File: config.mk
export PLATFORM = sky130hd
export DESIGN_NAME = framed_command_receiver
export DESIGN_NICKNAME = d
export VERILOG_FILES = /design/src/rtl/fcr_pkg.sv /design/src/rtl/fcr_ram.sv /design/src/rtl/framed_command_receiver.sv
export SDC_FILE = /design/constraint.sdc
export NUM_CORES = 1
export LEC_CHECK = 0
export BUFFER_PORTS_ARGS = -buffer_cell sky130_fd_sc_hd__buf_4
export CAP_MARGIN = 25
export CORE_ASPECT_RATIO = 1.75
export CORE_MARGIN = 2
export CORE_UTILIZATION = 48
export DETAILED_ROUTE_END_ITERATION = 8
export PLACE_DENSITY_LB_ADDON = 0.12
export SLEW_MARGIN = 20
export SYNTH_ARGS = -nofsm -noshare
export SYNTH_HDL_FRONTEND = slang
export SYNTH_SLANG_ARGS = --single-unit
File: constraint.sdc
create_clock -name clk -period 7.8 [get_ports clk]
set_input_delay 1.56 -clock clk [delete_from_list [all_inputs] [get_ports clk]]
set_output_delay 1.56 -clock clk [all_outputs]
set_load 0.05 [all_outputs]
File: src/rtl/fcr_pkg.sv
package fcr_pkg;

	// default number of payload bytes held
	localparam int PAYLOAD_DEPTH_DEF = 32;

	// framing bytes
	localparam logic [7:0] HDR_BYTE     = 8'hFE;
	localparam logic [7:0] FOOTER_RESET = 8'hFA;

	// parser phase, also shown on the result
	typedef enum logic [2:0] {
		PH_HDR1 = 3'd0,
		PH_HDR2 = 3'd1,
		PH_LEN  = 3'd2,
		PH_DATA = 3'd3,
		PH_FOOT = 3'd4,
		PH_DONE = 3'd5
	} phase_t;

	// error codes on the result
	typedef enum logic [2:0] {
		ERR_NONE       = 3'd0,
		ERR_BAD_FOOTER = 3'd1,
		ERR_BAD_LENGTH = 3'd2,
		ERR_AFTER_DONE = 3'd3,
		ERR_NO_FRAME   = 3'd4
	} err_t;

	// input commands
	typedef enum logic [1:0] {
		CMD_RECEIVE = 2'd0,
		CMD_FORWARD = 2'd1,
		CMD_RESTART = 2'd2
	} cmd_t;

endpackage

File: src/rtl/fcr_ram.sv
module fcr_ram #(
	parameter int WIDTH = 8,
	parameter int DEPTH = 32,
	localparam int ADDR_W = (DEPTH > 1) ? $clog2(DEPTH) : 1
) (
	input  logic              clk,
	input  logic              wr_en,
	input  logic [ADDR_W-1:0] wr_addr,
	input  logic [WIDTH-1:0]  wr_data,
	input  logic [ADDR_W-1:0] rd_addr,
	output logic [WIDTH-1:0]  rd_data
);

	logic [WIDTH-1:0] mem [DEPTH];

	// one write port, one registered read port
	always_ff @(posedge clk) begin
		if (wr_en) begin
			mem[wr_addr] <= wr_data;
		end
		rd_data <= mem[rd_addr];
	end

endmodule

File: src/rtl/framed_command_receiver.sv
// channel | signals                    | beat moves
// --------+----------------------------+----------------------------------------
// in      | in_valid, in_ready         | cmd, rx_byte
// out     | out_valid, out_ready       | phase, frame_done, error_code, tx_valid,
//         |                            | tx_byte, last
// cfg     | cfg_valid, cfg_ready       | cfg_data (footer byte), always ready
//
// receive, restart and refused commands each give one out beat;
// with out_ready high and no forward running, one in beat is taken every cycle.
// a forward gives length+3 out beats from the output register, one per cycle
// while out_ready is high, payload read ahead from the payload RAM; in_ready
// stays low until the footer beat is loaded.
// arst_n clears the parser to hunting and the footer to 0xFA; the payload RAM
// is not cleared. a stalled out beat holds the output register and in_ready.
module framed_command_receiver import fcr_pkg::*; #(
	parameter int PAYLOAD_DEPTH = PAYLOAD_DEPTH_DEF
) (
	input  logic       clk,
	input  logic       arst_n,
	input  logic       in_valid,
	output logic       in_ready,
	input  logic [1:0] cmd,
	input  logic [7:0] rx_byte,
	output logic       out_valid,
	input  logic       out_ready,
	output logic [2:0] phase,
	output logic       frame_done,
	output logic [2:0] error_code,
	output logic       tx_valid,
	output logic [7:0] tx_byte,
	output logic       last,
	input  logic       cfg_valid,
	output logic       cfg_ready,
	input  logic [7:0] cfg_data
);

	localparam int ADDR_W = (PAYLOAD_DEPTH > 1) ? $clog2(PAYLOAD_DEPTH) : 1;
	localparam int FILL_W = $clog2(PAYLOAD_DEPTH + 1);
	localparam int POS_W  = $clog2(PAYLOAD_DEPTH + 4);
	localparam logic [8:0] MAX_LEN = 9'(PAYLOAD_DEPTH + 1);

	logic [7:0]        footer_q;
	phase_t            phase_q;
	logic [7:0]        len_q;
	logic [FILL_W-1:0] fill_q;
	logic              fwd_q;
	logic [POS_W-1:0]  pos_q;

	logic              out_valid_q;
	phase_t            res_phase_q;
	err_t              res_err_q;
	logic              res_txv_q;
	logic [7:0]        res_txb_q;
	logic              res_last_q;

	phase_t            phase_d;
	logic [7:0]        len_d;
	logic [FILL_W-1:0] fill_d;
	logic [FILL_W-1:0] fill_inc;
	err_t              err_d;
	logic              wr_en;
	logic              fwd_start;

	logic              load;
	logic              in_beat;
	logic              fwd_beat;
	logic [POS_W-1:0]  last_pos;
	logic [POS_W-1:0]  pos_nx;
	logic [POS_W-1:0]  pay_idx;
	logic [7:0]        rd_data;
	logic [7:0]        fwd_byte;

	// handshakes
	assign load     = !out_valid_q || out_ready;
	assign in_ready = !fwd_q && load;
	assign in_beat  = in_valid && in_ready;
	assign fwd_beat = fwd_q && load;
	assign cfg_ready = 1'b1;

	// footer register
	always_ff @(posedge clk or negedge arst_n) begin
		if (!arst_n) begin
			footer_q <= FOOTER_RESET;
		end else if (cfg_valid && cfg_ready) begin
			footer_q <= cfg_data;
		end
	end

	// parser next state
	assign fill_inc = fill_q + FILL_W'(1);

	always_comb begin
		phase_d   = phase_q;
		len_d     = len_q;
		fill_d    = fill_q;
		err_d     = ERR_NONE;
		wr_en     = 1'b0;
		fwd_start = 1'b0;
		case (cmd_t'(cmd))
			CMD_RECEIVE: begin
				case (phase_q)
					PH_HDR1: begin
						if (rx_byte == HDR_BYTE) begin
							phase_d = PH_HDR2;
						end
					end
					PH_HDR2: begin
						phase_d = (rx_byte == HDR_BYTE) ? PH_LEN : PH_HDR1;
					end
					PH_LEN: begin
						if (!({1'b0, rx_byte} inside {[9'd1 : MAX_LEN]})) begin
							err_d   = ERR_BAD_LENGTH;
							phase_d = PH_HDR1;
						end else begin
							len_d   = rx_byte;
							fill_d  = '0;
							phase_d = (rx_byte == 8'd1) ? PH_FOOT : PH_DATA;
						end
					end
					PH_DATA: begin
						wr_en  = in_beat;
						fill_d = fill_inc;
						if (9'(fill_inc) + 9'd1 >= {1'b0, len_q}) begin
							phase_d = PH_FOOT;
						end
					end
					PH_FOOT: begin
						if (rx_byte == footer_q) begin
							phase_d = PH_DONE;
						end else begin
							err_d   = ERR_BAD_FOOTER;
							phase_d = PH_HDR1;
						end
					end
					PH_DONE: begin
						err_d = ERR_AFTER_DONE;
					end
					default: begin
						phase_d = PH_HDR1;
					end
				endcase
			end
			CMD_FORWARD: begin
				if (phase_q != PH_DONE) begin
					err_d = ERR_NO_FRAME;
				end else begin
					fwd_start = 1'b1;
				end
			end
			CMD_RESTART: begin
				phase_d = PH_HDR1;
				len_d   = '0;
				fill_d  = '0;
			end
			default: begin
			end
		endcase
	end

	// parser and forward sequencer registers
	always_ff @(posedge clk or negedge arst_n) begin
		if (!arst_n) begin
			phase_q <= PH_HDR1;
			len_q   <= '0;
			fill_q  <= '0;
			fwd_q   <= 1'b0;
			pos_q   <= '0;
		end else if (in_beat) begin
			phase_q <= phase_d;
			len_q   <= len_d;
			fill_q  <= fill_d;
			if (fwd_start) begin
				fwd_q <= 1'b1;
				pos_q <= '0;
			end
		end else if (fwd_beat) begin
			pos_q <= pos_q + POS_W'(1);
			if (pos_q == last_pos) begin
				fwd_q <= 1'b0;
			end
		end
	end

	// payload read runs one beat ahead of the output register
	assign last_pos = POS_W'(len_q) + POS_W'(2);
	assign pos_nx   = fwd_beat ? pos_q + POS_W'(1) : pos_q;
	assign pay_idx  = pos_nx - POS_W'(3);

	fcr_ram #(
		.WIDTH (8),
		.DEPTH (PAYLOAD_DEPTH)
	) u_payload (
		.clk     (clk),
		.wr_en   (wr_en),
		.wr_addr (fill_q[ADDR_W-1:0]),
		.wr_data (rx_byte),
		.rd_addr (pay_idx[ADDR_W-1:0]),
		.rd_data (rd_data)
	);

	// forwarded byte in wire order
	always_comb begin
		if (pos_q < POS_W'(2)) begin
			fwd_byte = HDR_BYTE;
		end else if (pos_q == POS_W'(2)) begin
			fwd_byte = len_q;
		end else if (pos_q == last_pos) begin
			fwd_byte = footer_q;
		end else begin
			fwd_byte = rd_data;
		end
	end

	// output register valid
	always_ff @(posedge clk or negedge arst_n) begin
		if (!arst_n) begin
			out_valid_q <= 1'b0;
		end else if (fwd_beat || (in_beat && !fwd_start)) begin
			out_valid_q <= 1'b1;
		end else if (out_ready) begin
			out_valid_q <= 1'b0;
		end
	end

	// output register payload
	always_ff @(posedge clk) begin
		if (fwd_beat) begin
			res_phase_q <= PH_DONE;
			res_err_q   <= ERR_NONE;
			res_txv_q   <= 1'b1;
			res_txb_q   <= fwd_byte;
			res_last_q  <= (pos_q == last_pos);
		end else if (in_beat && !fwd_start) begin
			res_phase_q <= phase_d;
			res_err_q   <= err_d;
			res_txv_q   <= 1'b0;
			res_txb_q   <= '0;
			res_last_q  <= 1'b1;
		end
	end

	assign out_valid  = out_valid_q;
	assign phase      = res_phase_q;
	assign frame_done = (res_phase_q == PH_DONE);
	assign error_code = res_err_q;
	assign tx_valid   = res_txv_q;
	assign tx_byte    = res_txb_q;
	assign last       = res_last_q;

	// a forward only runs over a finished frame
	a_fwd_done: assert property (@(posedge clk) disable iff (!arst_n)
		fwd_q |-> phase_q == PH_DONE)
		else $error("forward running while frame not finished");

	// a forward starts only from a finished frame
	a_fwd_start: assert property (@(posedge clk) disable iff (!arst_n)
		$rose(fwd_q) |-> $past(phase_q) == PH_DONE)
		else $error("forward started without a frame");

	// forwarded beats carry no error
	a_tx_clean: assert property (@(posedge clk) disable iff (!arst_n)
		out_valid && tx_valid |-> error_code == ERR_NONE && frame_done)
		else $error("forwarded beat with error or not finished");

	// a beat without a forwarded byte closes its run
	a_single_last: assert property (@(posedge clk) disable iff (!arst_n)
		out_valid && !tx_valid |-> last)
		else $error("non-forward beat without last");

endmodule
==> results.md, run 1 <==
- Crit path time final: roughly 4.7 ns
- Area Overhead vs Synth: 11.0%
- # DRC: 0
- CP Data Arrival Time: roughly 5.2 ns
- Rel. slew slack: 35.8%
- DR WL/cell: roughly 25 um
- Most frequent cells in the layout: 265 x edfxtp_1, 77 x o21ai_0, 72 x nand3_1, 56 x nand2_1, 53 x buf_4
- Clock transition at path regs: approximately 0.070 ns
- GR Overflow Total: 0
- Seq cells post-synth: between 300 and 400
- Max-Cap Viols: 0
- Hold_buf cts: 0
- 1st-iter DRT viols: approximately 810
- Status: finished clean
- GR Util met1: just under 30%
- Rows: around 80
- Initial antenna violation count: 0
- Number of flops mapped to enable cells by yosys: ~270
- Most common cell after layout, fill and taps aside: edfxtp_1
- Vias in the first global route: 8868
- Net count after synthesis: approximately 1100
- CTS resizes: 0
- Core Footprint: about 0.029 mm2
- Clock sinks: 313
- Die width: around 130 um
- Depth of the CTS H-tree: 1
- Final Hold Vio Count: 0
- Seq/Total Area, Yosys: ~65%
- Asr flop ratio synth: 10.5%
- Routed Antenna Nets: 0
- Post-CTS Repair Setup Buffers: 0
- CTS tree: built
- Share of layout cells above drive strength 1: roughly 16%
- Global-route wire length before repair: 54.5 mm
- RSZ-0062 raised after global routing: no
- Vias/cell: 6.04
- Crit. End Element: flop
- Root Buffer: clkbuf_16
- Layout net count: 1092
- DP HPWL: approximately 23 mm
- Gr usage total: 23.8%
- Die area: a little over 0.03 mm2
- Setup CP Type: input port to flop
- CTS Buf Count: 29
- Critical Path RT: roughly 8 ns
- Via Count: just under 9000
- Fmax: around 210 MHz
- Hold/Removal Path Class: flop to flop
- Ys Warns: 0
- Synth cell types: 72
- Die Y: between 200 and 250 um
- Busiest grt layer: met2
- Startpoint types: input port
- Clock Latency Late Sink: roughly 0.56 ns
- Final hold slack: around 0.44 ns
- Cells after Synth: ~1000
- Largest net degree at the start of global routing: between 50 and 60
- Setup violators final: 0
- Leak: about 5.3 nW
- Fin crit share: 60.8%
- PortBufs: 41
- Pwr dens: between 300 and 400 mW/mm2
- CP Max Fanout: 39
- Final wirelength: 36.2 mm
- Setup Skew: about 0.018 ns
- M3 GR Usage: 3.15%
- Worst-Margin Slew: approximately 0.96 ns
- Ports: 43
- Synthesized area: between 0.01 and 0.015 mm2
- Count of pins over their slew limit: 0
- VDD IR max: 0.266 mV
- Initial Util: 48.8%
- Routability cong.: ~0.84
- First drt pass iteration count: 5
- Syn Area/Cell: roughly 14 um2
- TNS Setup: 0 ns
- Buffer depth of the longest clock path: 3
- Most used DFF post-synth: edfxtp_1
- GR Util met2: 41.6%
path summary, 6_finish.rpt:
path                                         to  startpoint  cells after the start  slack, ns
setup / recovery           u_payload.rd_data[0]   out_ready                     11       3.06
hold / removal                         tx_valid    tx_valid                      2       0.44
setup reg to reg           u_payload.rd_data[0]    pos_q[0]                     10       3.45
hold reg to reg                        tx_valid    tx_valid                      2       0.44
max in group asynchronous           footer_q[6]      arst_n                      1       6.48
min in group asynchronous            phase_q[2]      arst_n                      1       0.94
Yosys cell counts (all sizes together), types with 11 or more instances:
cell type / count / area (um2)
a21oi: 38 / 198
a311oi: 16 / 140
a31oi: 19 / 119
a32oi: 16 / 140
and3: 19 / 119
buf: 23 / 140
clkbuf: 41 / 154
dfrtp: 27 / 676
dfxtp: 15 / 300
edfxtp: 265 / 7960
ha: 17 / 213
inv: 26 / 97.6
mux2: 40 / 450
mux2i: 46 / 460
mux4: 16 / 383
nand2: 59 / 229
nand3: 72 / 360
nor2: 43 / 169
nor3: 11 / 76.3
o211ai: 14 / 105
o21ai: 88 / 444
xnor2: 12 / 113
xor2: 15 / 139
area by class of cell:
cell class                 instances  area (um2)
inverter                          26        97.6
multi-input combinational        628        4590
antenna                            1        2.50
clock buffer                      40         787
clock inverter                    12         120
fill                            2400       13200
timing repair buffer              54         403
sequential                       313        9090
tap                              378         473
registers in the layout, indices dropped and copies added (netlist names):
| register | cells |
|---|---|
| fwd_q | 1 |
| tx_byte | 8 |
| error_code | 3 |
| phase_q | 3 |
| footer_q | 8 |
| out_valid | 1 |
| last | 1 |
| len_q | 8 |
| tx_valid | 1 |
| phase | 3 |
| u_payload.rd_data | 8 |
| pos_q | 6 |
| u_payload.mem | 256 |
| fill_q | 6 |
metal layers:
layer | wire (um) | part of all wire (%) | vias to the layer above
met2 | 18800 | 52 | 273
met1 | 13800 | 38 | 4397
met3 | 1860 | 5.1 | 74
met4 | 1770 | 4.9 | 0
met5 | 0 | 0 | -
li1 | - | - | 4032
cells by family after synthesis:
| group | Yosys count | synth area share, % |
|---|---|---|
| flip-flops | 313 | 64.8 |
| AND/OR/NAND/NOR | 249 | 9.07 |
| AO/OA/AOI/OAI | 232 | 10.8 |
| multiplexers | 102 | 9.22 |
| buffers and inverters | 90 | 2.79 |
| XOR/XNOR | 27 | 1.79 |
| adder cells (fa/ha/maj) | 17 | 1.52 |
| other | 1 | 0.0267 |
stage by stage:
| stage | std cells | utilization [%] | power [W] | cell area, um2 | setup WS, ns |
|---|---|---|---|---|---|
| global route | 1451 | 54.2 | 0.00649 | 15600 | 2.88 |
| finish | 1452 | 54.2 | 0.00619 | 15600 | 3.06 |
| detailed placement | 1398 | 51.0 | 0.00485 | 14700 | 2.48 |
| floorplan | 1031 | - | 0.00405 | 14000 | 3.34 |
| CTS | 1450 | 54.2 | 0.00623 | 15600 | 3.06 |
| global placement | 1397 | 50.9 | 0.00481 | 14600 | 2.14 |
worst max-delay path, cell delays in order:
cell,delay [ns]
buf_4,0.11
nand2b_1,0.13
buf_4,0.24
nand2_2,0.12
nand2_2,0.46
ha_4,0.89
inv_1,0.17
a21oi_2,0.67
nand3_1,0.15
a31oi_1,0.48
o22ai_1,0.17
report_power, final:
group          internal [W]  switching (W)  leakage (nW)
clock network      0.000772       0.000607         0.436
registers           0.00192       0.000113          2.93
logic               0.00109        0.00169          1.97
total               0.00378        0.00241          5.33
Power figures use the tool's default switching activity.
==> run 2: changes to the inputs <==
==> constraint.sdc (replaced) <==
create_clock -name clk -period 4.2 [get_ports clk]
set_input_delay 0.84 -clock clk [delete_from_list [all_inputs] [get_ports clk]]
set_output_delay 0.84 -clock clk [all_outputs]
set_load 0.05 [all_outputs]
==> results.md, run 2 (synthesis results as in run 1) <==
- RSZ-0062 raised after global routing: no
- Count of pins over their slew limit: 0 (unchanged)
- Startpoint types: flop
- Final Hold Vio Count: 0 (unchanged)
- Pwr dens: 759 mW/mm2 (+91%)
- Vias in the first global route: 8951 (+0.94%)
- Final instance area: 0.0158 mm2 (+1.4%)
- Tot Pwr: 0.0120 W (+94%)
- Initial Util: 48.8% (unchanged)
- Hold_buf cts: 0 (unchanged)
- Setup ws final: 0.486 ns (-2.57 ns)
- Root Buffer: clkbuf_16
- Slowest stage cell, crit path: dfrtp_1
- CP Data Arrival Time: 4.16 ns (-1.01 ns)
- CTS Buf Count: 30 (+3.4%)
- GR Overflow Total: 0 (unchanged)
- Worst-Margin Slew: 0.948 ns (-0.0121 ns)
- PortBufs: 41 (unchanged)
- Core Footprint: 0.0287 mm2 (unchanged)
- Area Overhead vs Synth: 12.6%
- Clock Latency Late Sink: 0.58 ns (+0.02 ns)
- Clock transition at path regs: 0.07 ns (about the same)
- Die width: 133 um (unchanged)
- Post-DP Area: 0.0148 mm2 (+0.93%)
- Initial antenna violation count: 0 (unchanged)
- Clock sinks: 313 (unchanged)
- Crit. End Element: flop
- Most frequent cells in the layout: 265 x edfxtp_1, 77 x o21ai_0, 72 x nand3_1, 71 x buf_4, 56 x nand2_1
- DP HPWL: 24.1 mm (+3.3%)
- DR WL/cell: 25.2 um (+0.87%)
- Rel. slew slack: 36.3% (+0.50 points)
- 1st-iter DRT viols: 740 (-8.2%)
- Largest net degree at the start of global routing: 55 (unchanged)
- First drt pass iteration count: 7 (+2)
- Setup violators final: 0 (unchanged)
- Buffer depth of the longest clock path: 3 (unchanged)
- Pre-CTS setup slack: 0.341 ns (-2.14 ns)
- Most common cell after layout, fill and taps aside: edfxtp_1
- CTS resizes: 0 (unchanged)
- Max reg flops: 256 (unchanged)
- Final wirelength: 37.1 mm (+2.3%)
- Gr usage total: 24.3% (+0.55 points)
- Status: finished clean
- Global-route wire length before repair: 55.8 mm (+2.3%)
- Ports: 43 (unchanged)
- Share of layout cells above drive strength 1: 18.6% (+2.2 points)
- Critical Path RT: 4.65 ns (-3.58 ns)
- Top reg by flops: u_payload.mem
- Crit-path max cell delay: 0.62 ns (-0.27 ns)
- Rows: 82 (unchanged)
- Depth of the CTS H-tree: 1 (unchanged)
- Hold/Removal Path Class: input port to asynchronous set/reset pin
- Routed Antenna Nets: 0 (unchanged)
- Ant diodes: 0 (-1)
- Layout net count: 1111 (+1.7%)
- TNS Setup: 0 ns (unchanged)
- Die area: 0.0307 mm2 (unchanged)
- Crit-path cells: inv_1 -> ha_1 -> o21ai_0 -> ha_4 -> xnor2_2 -> o21a_4 -> nor2_4 -> buf_4 -> mux4_1 -> o21ai_1 -> o22ai_1
- Crit path time final: around 3.7 ns
- Setup CP Type: flop to flop
- Via Count: 8946 (+1.9%)
- Setup Skew: 0.0145 ns (-0.00330 ns)
- Fmax: 269 MHz
- VDD IR max: 0.515 mV (+93%)
- Vias/cell: 6.08 (+0.55%)
- Filler cell count: 2365 (-1.5%)
- Routability cong.: 0.874 (+3.7%)
- Fin crit share: 88.4%
- Die Y: 230 um (unchanged)
- CTS tree: built
- Final hold slack: 0.214 ns (-0.229 ns)
- Post-CTS Repair Setup Buffers: 0 (unchanged)
- CP Max Fanout: 10 (-74%)
- Leak: 5.47 nW (+2.6%)
- # DRC: 0 (unchanged)
- Max-Cap Viols: 0 (unchanged)
run 2: cell types whose count changed in the layout (fill, tap and decap cells not counted), moves of 2 or more:
cell       previous run  this run
bufinv_16             2         4
clkbuf_1              9         4
buf_4                53        71
clkinv_2              2         6
clkbuf_8              2         0
run 2: layout make-up:
class | count | area, um2 | area share (%)
Clock buffer | 34 | 766 | 4.85
Clock inverter | 21 | 238 | 1.51
Inverter | 26 | 97.6 | 0.618
Multi-Input combinational cell | 628 | 4570 | 29.0
Sequential cell | 313 | 9090 | 57.6
Tap cell | 378 | 473 | 3.00
Timing Repair Buffer | 72 | 553 | 3.50
run 2: power breakdown:
group	switching (W)	total (W)	internal, W
combinational	0.00321	0.00543	0.00222
clock	0.00120	0.00277	0.00157
sequential	0.000219	0.00379	0.00357
run 2: layer usage:
layer / GRT usage [%] / share of wire [%] / vias to the layer above
met2: 43.9 / 53 / 354
met5: 0 / 0 / -
li1: - / - / 4058
met1: 29.5 / 38 / 4455
met4: 9.94 / 3.8 / 0
met3: 2.80 / 5.6 / 79
run 2: per-stage QoR:
stage | instances | utilization, %
3_5_place_dp | 1417 | 51.5
3_3_place_gp | 1417 | 51.5
6_report | 1472 | 55.0
5_1_grt | 1472 | 55.0
2_1_floorplan | 1031 | -
4_1_cts | 1472 | 55.0
run 2: final timing paths:
| kind | start | endpoint | slack [ns] | depth (start not counted) |
|---|---|---|---|---|
| worst min register to register | tx_valid | tx_valid | 0.45 | 2 |
| worst max-delay path | pos_q[0] | u_payload.rd_data[7] | 0.49 | 11 |
| worst max register to register | pos_q[0] | u_payload.rd_data[7] | 0.49 | 11 |
| worst min-delay path | arst_n | phase_q[1] | 0.21 | 1 |
| max in group asynchronous | arst_n | footer_q[7] | 3.62 | 1 |
| min in group clk | tx_valid | tx_valid | 0.45 | 2 |
run 2: critical path, delay by kind of cell, from the launching register on:
family | cells | cell delay, ns
AO/OA/AOI/OAI | 4 | 0.88
XOR/XNOR | 1 | 0.13
adder cells (fa/ha/maj) | 2 | 0.59
buffers and inverters | 2 | 0.45
flip-flops | 1 | 0.62
multiplexers | 1 | 0.57
AND/OR/NAND/NOR | 1 | 0.34
